`src/hw/rtl/fir64_pkg.sv`:
```
// ----------------------------------------------------------------------------
// fir64_pkg
// Shared constants and the fixed Q1.15 coefficient set of the 64-tap FIR.
// ----------------------------------------------------------------------------
package fir64_pkg;

  localparam int Taps     = 64;
  localparam int CoefW    = 16;
  localparam int CoefFrac = 15;
  // log2(Taps): headroom for the sum of all products
  localparam int Growth   = $clog2(Taps);

  typedef logic signed [CoefW-1:0] coef_t;

  localparam coef_t Coefs [Taps] = '{
    16'sd16,    16'sd23,    -16'sd23,   -16'sd25,   16'sd36,    16'sd29,    -16'sd58,
    -16'sd32,   16'sd91,    16'sd29,    -16'sd135,  -16'sd15,   16'sd192,   -16'sd15,
    -16'sd261,  16'sd68,    16'sd338,   -16'sd153,  -16'sd422,  16'sd279,   16'sd508,
    -16'sd463,  -16'sd592,  16'sd730,   16'sd669,   -16'sd1136, -16'sd734,  16'sd1821,
    16'sd784,   -16'sd3313, -16'sd815,  16'sd10375, 16'sd17210, 16'sd10375, -16'sd815,
    -16'sd3313, 16'sd784,   16'sd1821,  -16'sd734,  -16'sd1136, 16'sd669,   16'sd730,
    -16'sd592,  -16'sd463,  16'sd508,   16'sd279,   -16'sd422,  -16'sd153,  16'sd338,
    16'sd68,    -16'sd261,  -16'sd15,   16'sd192,   -16'sd15,   -16'sd135,  16'sd29,
    16'sd91,    -16'sd32,   -16'sd58,   16'sd29,    16'sd36,    -16'sd25,   -16'sd23,
    16'sd23
  };

endpackage

```
`src/hw/rtl/fir64_cell.sv`:
```
// ----------------------------------------------------------------------------
// fir64_cell
// One tap of the transposed FIR: multiplies the incoming sample by its
// coefficient and adds the partial sum handed over by the next older tap.
// ----------------------------------------------------------------------------
module fir64_cell
  import fir64_pkg::*;
#(
  parameter int SampleWidth = 16,
  parameter int AccWidth    = 38
) (
  input  logic                       clk_i,
  input  logic                       rst_ni,
  input  logic                       en_i,
  input  logic signed [SampleWidth-1:0] sample_i,
  input  coef_t                      coef_i,
  input  logic signed [AccWidth-1:0] psum_i,
  output logic signed [AccWidth-1:0] psum_o
);

  localparam int ProdW = SampleWidth + CoefW;

  logic signed [ProdW-1:0]    prod;
  logic signed [AccWidth-1:0] psum_d, psum_q;

  assign prod   = ProdW'(sample_i) * ProdW'(coef_i);
  assign psum_d = AccWidth'(prod) + psum_i;

  always_ff @(posedge clk_i or negedge rst_ni) begin
    if (!rst_ni) begin
      psum_q <= '0;
    end else if (en_i) begin
      psum_q <= psum_d;
    end
  end

  assign psum_o = psum_q;

endmodule
```
`config.mk`:
```
export PLATFORM = sky130hd
export DESIGN_NAME = fir64_cell
export DESIGN_NICKNAME = d
export VERILOG_FILES = /design/src/hw/rtl/fir64_pkg.sv /design/src/hw/rtl/fir64_cell.sv
export SDC_FILE = /design/constraint.sdc
export NUM_CORES = 1
export LEC_CHECK = 0
export ABC_AREA = 1
export ABC_CLOCK_PERIOD_IN_PS = 1000
export BUFFER_PORTS_ARGS = -buffer_cell sky130_fd_sc_hd__buf_2
export CORE_MARGIN = 8
export CORE_UTILIZATION = 64
export CTS_BUF_LIST = sky130_fd_sc_hd__clkbuf_16
export DETAILED_ROUTE_END_ITERATION = 8
export PLACE_DENSITY = 0.94
export SLEW_MARGIN = 0
export SYNTH_ARGS = -nofsm -noshare
export SYNTH_HDL_FRONTEND = slang
export SYNTH_SLANG_ARGS = --single-unit
```
`constraint.sdc`:
```
create_clock -name clk_i -period 1 [get_ports clk_i]
set_clock_uncertainty 0.15 [all_clocks]
set_input_delay 0.05 -clock clk_i [delete_from_list [all_inputs] [get_ports clk_i]]
set_output_delay 0.05 -clock clk_i [all_outputs]
set_load 0.02 [all_outputs]
```
==> impl_metrics.sql, run 1 <==
INSERT INTO impl_metrics (metric_group, metric, value, unit) VALUES
('yosys', 'synth_cells', '1841', ''),
('die', 'dieHeight', '166', 'um'),
('yosys', 'synth-warning-count', '0', ''),
('yosys', 'post_synth.cell_area_avg', '7.79', 'um^2'),
('place', 'place_inst', '2329', ''),
('global_route', 'grt_start_max_net_pins', '39', ''),
('yosys', 'ys.flop_type', 'sky130_fd_sc_hd__dfrtp_1', ''),
('place', 'dp_hpwl', '38700', 'um'),
('yosys', 'synthDominantAreaCellType', 'sky130_fd_sc_hd__fa_1', ''),
('yosys', 'yosysMostFrequentCell', 'sky130_fd_sc_hd__inv_1', ''),
('outcome', 'failing_step', '5_1_grt', ''),
('clock_network', 'root_buffer', 'sky130_fd_sc_hd__clkbuf_16', ''),
('yosys', 'synth_edf_count', '0', ''),
('yosys', 'synth_largest_type_area_fraction', '0.449', ''),
('outcome', 'run_status', 'stopped before the end', ''),
('yosys', 'ys_types', '35', ''),
('yosys', 'asyncSetResetFlopFracSynth', '1.00', ''),
('outcome', 'flow.first_error', '[ERROR GRT-0232] Routing congestion too high. Check the congestion heatmap in the GUI.', ''),
('place', 'gp_congestion', '1.01', ''),
('die', 'initial_utilization', '0.655', ''),
('sta', 'globalroute.repair_timing.worst_endpoint', 'psum_o[27]$_DFFE_PN0P_/D', ''),
('clock_network', 'cts_made_buffers', '5', ''),
('die', 'chipWidth', '166', 'um'),
('yosys', 'synth_seq_cells', '38', ''),
('yosys', 'synth_common_cells', '527 x sky130_fd_sc_hd__inv_1, 522 x sky130_fd_sc_hd__nand2_1, 322 x sky130_fd_sc_hd__fa_1', ''),
('global_route', 'grt_overflow', '226', ''),
('place', 'placement.io_buffers', '110', ''),
('yosys', 'synth.net_count', '2347', ''),
('sta', 'worst_endpoint_kind', 'sequential cell input', ''),
('global_route', 'grt_usage', '0.779', ''),
('die', 'io_pins', '111', ''),
('clock_network', 'clock_sink_count', '38', ''),
('yosys', 'synth_area_leaders', 'sky130_fd_sc_hd__fa_1 45%, sky130_fd_sc_hd__inv_1 14%, sky130_fd_sc_hd__nand2_1 14%, sky130_fd_sc_hd__ha_1 9.7%, sky130_fd_sc_hd__dfrtp_1 6.6%', ''),
('clock_network', 'ctsHtreeMaxLevel', '2', ''),
('clock_network', 'clock_tree.buffer_depth', '2', ''),
('yosys', 'synth_seq_area_share', '0.0663', ''),
('die', 'num_rows', '54', ''),
('yosys', 'post_synth_design_cell_area', '14300', 'um^2');
-- cells by family after synthesis --
group / count (synthesis) / share of synthesized area
simple gates: 689 / 0.195
buf+inv: 598 / 0.157
fa+ha+maj: 433 / 0.546
compound gates: 64 / 0.0243
flops: 38 / 0.0663
xor+xnor: 19 / 0.0116
-- timing repair --
action	CTS
pin swaps	127
cloned	2
gates resized for setup	350
hold buffers	1
setup buffers	54
endpoints found under the hold margin	38
setup endpoints to repair	76
-- metrics by stage --
| stage | util | worst slack [ns] | cell area, um^2 |
|---|---|---|---|
| floorplan | - | -4.07 | 15500 |
| global placement | 0.776 | -4.42 | 17000 |
| CTS | 0.859 | -4.06 | 18800 |
| detailed placement | 0.776 | -4.69 | 17000 |
-- per-layer routing --
metal  GRT usage  overflow
met5       0.421         0
met4       0.807        71
met3       0.733         9
met2       0.890       139
met1       0.732         7
==> run 2: changes to the inputs <==
Settings changed: CORE_UTILIZATION 64 to 40, CTS_BUF_LIST sky130_fd_sc_hd__clkbuf_16 to not set, PLACE_DENSITY 0.94 to not set, PLACE_DENSITY_LB_ADDON set to 0.15.
==> run 2 against run 1 <==
- the flow now finishes, with violations (negative hold slack, negative setup slack)
- synthesized cell count stayed put
- area after synthesis stayed put
==> impl_metrics.sql, run 2 <==
INSERT INTO impl_metrics (metric_group, metric, value, unit) VALUES
('sta', 'hold_vio_cnt_final', '1', ''),
('final_layout', 'antenna-diode-count', '0', ''),
('clock_network', 'clk_latency', '0.28', 'ns'),
('yosys', 'synth_common_cells', '527 x sky130_fd_sc_hd__inv_1, 522 x sky130_fd_sc_hd__nand2_1, 322 x sky130_fd_sc_hd__fa_1', ''),
('detailed_routing', 'detail_route.iter0.violations', '413', ''),
('final_layout', 'most_common_library_cell_in_the_layout_ignoring_fill_and_taps', 'sky130_fd_sc_hd__inv_1', ''),
('clock_network', 'root_buffer', 'sky130_fd_sc_hd__clkbuf_16', ''),
('yosys', 'synth_area_leaders', 'sky130_fd_sc_hd__fa_1 45%, sky130_fd_sc_hd__inv_1 14%, sky130_fd_sc_hd__nand2_1 14%, sky130_fd_sc_hd__ha_1 9.7%, sky130_fd_sc_hd__dfrtp_1 6.6%', ''),
('clock_network', 'clock_sink_count', '38', ''),
('yosys', 'synth_largest_type_area_fraction', '0.449', ''),
('sta', 'worstMarginPinSlew', '0.285', 'ns'),
('final_layout', 'largest_register_ffs', '38', ''),
('final_layout', 'nNetsFinal', '2660', ''),
('global_route', 'grt_start_max_net_pins', '34', ''),
('die', 'die_area', '42200', 'um^2'),
('detailed_routing', 'drc', '0', ''),
('yosys', 'synth.net_count', '2347', ''),
('hold_path', 'hold_path_class', 'input port to flip-flop', ''),
('sta', 'layout_worst_path_cycle_share', '4.93', ''),
('yosys', 'synth_seq_area_share', '0.0663', ''),
('critical_path', 'worstPathRequired', '1.03', 'ns'),
('die', 'io_pins', '111', ''),
('die', 'floorplan.core_area', '35500', 'um^2'),
('final_layout', 'share_of_cells_above_drive_strength_1', '0.368', ''),
('detailed_routing', 'wire_per_inst', '15.9', 'um'),
('critical_path', 'critical_path_arrival', '4.96', 'ns'),
('detailed_routing', 'drt_pass1_iterations', '5', ''),
('sta', 'max_slew_margin', '0.809', ''),
('global_route', 'grt_overflow', '0', ''),
('die', 'initial_utilization', '0.404', ''),
('critical_path', 'worst-r2r-setup-slack', '0.07', 'ns'),
('yosys', 'yosysMostFrequentCell', 'sky130_fd_sc_hd__inv_1', ''),
('sta', 'postLayoutSetupSlackWorst', '-3.93', 'ns'),
('clock_network', 'cts.reportedPaths.clkPinSlew', '0.06', 'ns'),
('clock_network', 'ctsHtreeMaxLevel', '2', ''),
('yosys', 'asyncSetResetFlopFracSynth', '1.00', ''),
('detailed_routing', 'drt-vias-per-instance', '4.68', ''),
('critical_path', 'critPathMaxFanout', '7', ''),
('job', 'drv_cap', '0', ''),
('yosys', 'ys_types', '35', ''),
('clock_network', 'cts-hold-fix-buffers', '1', ''),
('yosys', 'ys.flop_type', 'sky130_fd_sc_hd__dfrtp_1', ''),
('critical_path', 'critical_path_end_type', 'flip-flop', ''),
('sta', 'grt_setup_unrepaired', 'true', ''),
('outcome', 'run_status', 'finished with violations', ''),
('final_layout', 'area_delta_synth_final', '42.8', '%'),
('place', 'placement.io_buffers', '110', ''),
('yosys', 'synth_seq_cells', '38', ''),
('critical_path', 'start_kind', 'input port', ''),
('yosys', 'post_synth.cell_area_avg', '7.79', 'um^2'),
('yosys', 'synth-warning-count', '0', ''),
('sta', 'period_needed', '4.93', 'ns'),
('final_layout', 'layout_common_cells', '453 x sky130_fd_sc_hd__inv_1, 397 x sky130_fd_sc_hd__nand2_1, 294 x sky130_fd_sc_hd__fa_1', ''),
('clock_network', 'tritoncts', 'built', ''),
('die', 'dieHeight', '205', 'um'),
('sta', 'report.final.setup_viol', '70', ''),
('yosys', 'synth_edf_count', '0', ''),
('sta', 'timing_max_transition_violations_final', '0', ''),
('detailed_routing', 'vias', '12233', ''),
('clock_network', 'clock_tree.buffer_depth', '2', ''),
('yosys', 'synth_cells', '1841', ''),
('sta', 'total_negative_setup_slack', '-126.89', 'ns'),
('global_route', 'grt_usage', '0.207', ''),
('yosys', 'post_synth_design_cell_area', '14300', 'um^2'),
('sta', 'final.hold.worst_slack', '-0.0305', 'ns'),
('global_route', 'vias_in_the_first_global_route', '13499', ''),
('sta', 'max_clock_freq', '203', 'MHz'),
('detailed_routing', 'final_ant_viol_nets', '0', ''),
('detailed_routing', 'wl', '41500', 'um'),
('global_route', 'grt_pass1_wl', '69700', 'um'),
('global_route', 'antenna_found_initial', '0', ''),
('clock_network', 'cts_made_buffers', '5', ''),
('yosys', 'synthDominantAreaCellType', 'sky130_fd_sc_hd__fa_1', ''),
('place', 'gp_congestion', '0.891', ''),
('die', 'chipWidth', '205', 'um'),
('place', 'dp_hpwl', '35400', 'um'),
('critical_path', 'class_of_the_most_critical_setup_path', 'input port to flip-flop', ''),
('outcome', 'failed_checks', 'negative hold slack, negative setup slack', ''),
('die', 'num_rows', '69', '');
==> run 2: stage by stage <==
step                      hold WS (ns)   util  area, um^2  std cells  worst slack, ns
final                          -0.0305  0.577       20500       2616            -3.93
after global routing           -0.0165  0.577       20500       2616            -4.15
after CTS                      -0.0378  0.556       19700       2598            -3.97
after detailed placement        -0.207  0.494       17500       2540            -4.50
after global placement          -0.210  0.494       17500       2540            -4.48
after floorplan                 -0.396      -       15500       1841            -4.07
==> run 2: what timing repair did <==
| item | in CTS | in global routing |
|---|---|---|
| gates resized for setup | 423 | 173 |
| pin swaps | 164 | 143 |
| buffers inserted | 48 | 23 |
| endpoints found under the setup margin | 76 | 76 |
| gates cloned | 2 | 0 |
| endpoints found under the hold margin | 39 | 1 |
==> run 2: routing by layer <==
metal | vias to the layer above | routed length [um] | GRT usage
met5 | - | 0 | 0
met4 | 0 | 651 | 0.0329
met3 | 46 | 1120 | 0.0170
met2 | 187 | 22100 | 0.385
met1 | 6150 | 17600 | 0.264
li1 | 5850 | - | -
==> run 2: kinds of logic after synthesis <==
| group | Yosys count | synth area share |
|---|---|---|
| and+or+nand+nor | 689 | 0.195 |
| buffers and inverters | 598 | 0.157 |
| adders and majority gates | 433 | 0.546 |
| AOI/OAI and AO/OA | 64 | 0.0243 |
| DFF | 38 | 0.0663 |
| xor gates and xnor gates | 19 | 0.0116 |
==> run 2: worst paths after layout <==
kind	from	to	cells after the start
min reg2reg	psum_o[20]	psum_o[20]	2
max	sample_i[15]	psum_o[37]	22
min	psum_i[0]	psum_o[0]	4
max in group asynchronous	rst_ni	psum_o[31]	3
min in group asynchronous	rst_ni	psum_o[3]	2
max reg2reg	psum_o[37]	psum_o[37]	3
==> run 2: cell type report <==
cell class                      count  area, um^2
Multi-Input combinational cell   1205       13200
Tap cell                          461         577
Clock buffer                        6         139
Fill cell                        3184       15000
Inverter                          533        2020
Timing Repair Buffer              371        3570
Sequential cell                    38         952
Clock inverter                      2        60.1
==> run 2: critical path, stage by stage <==
cell	delay, ns
sky130_fd_sc_hd__buf_16	0.13
sky130_fd_sc_hd__nand2_4	0.07
sky130_fd_sc_hd__inv_2	0.04
sky130_fd_sc_hd__fa_2	0.61
sky130_fd_sc_hd__buf_6	0.11
sky130_fd_sc_hd__fa_2	0.50
sky130_fd_sc_hd__fa_2	0.58
sky130_fd_sc_hd__inv_4	0.06
sky130_fd_sc_hd__fa_1	0.48
sky130_fd_sc_hd__fa_1	0.49
sky130_fd_sc_hd__fa_1	0.49
sky130_fd_sc_hd__inv_1	0.04
sky130_fd_sc_hd__ha_2	0.40
sky130_fd_sc_hd__nand2_2	0.12
sky130_fd_sc_hd__nor2_2	0.17
sky130_fd_sc_hd__nand2_1	0.10
sky130_fd_sc_hd__nor2_2	0.16
sky130_fd_sc_hd__nand3_2	0.10
sky130_fd_sc_hd__nand3_1	0.08
sky130_fd_sc_hd__nand2_1	0.05
sky130_fd_sc_hd__nand3_1	0.07
sky130_fd_sc_hd__nand2_1	0.06
Power of run 2 is left out: the tool's default activity adds up to more than one toggle a clock period on the data nets, which glitch-free logic cannot reach.
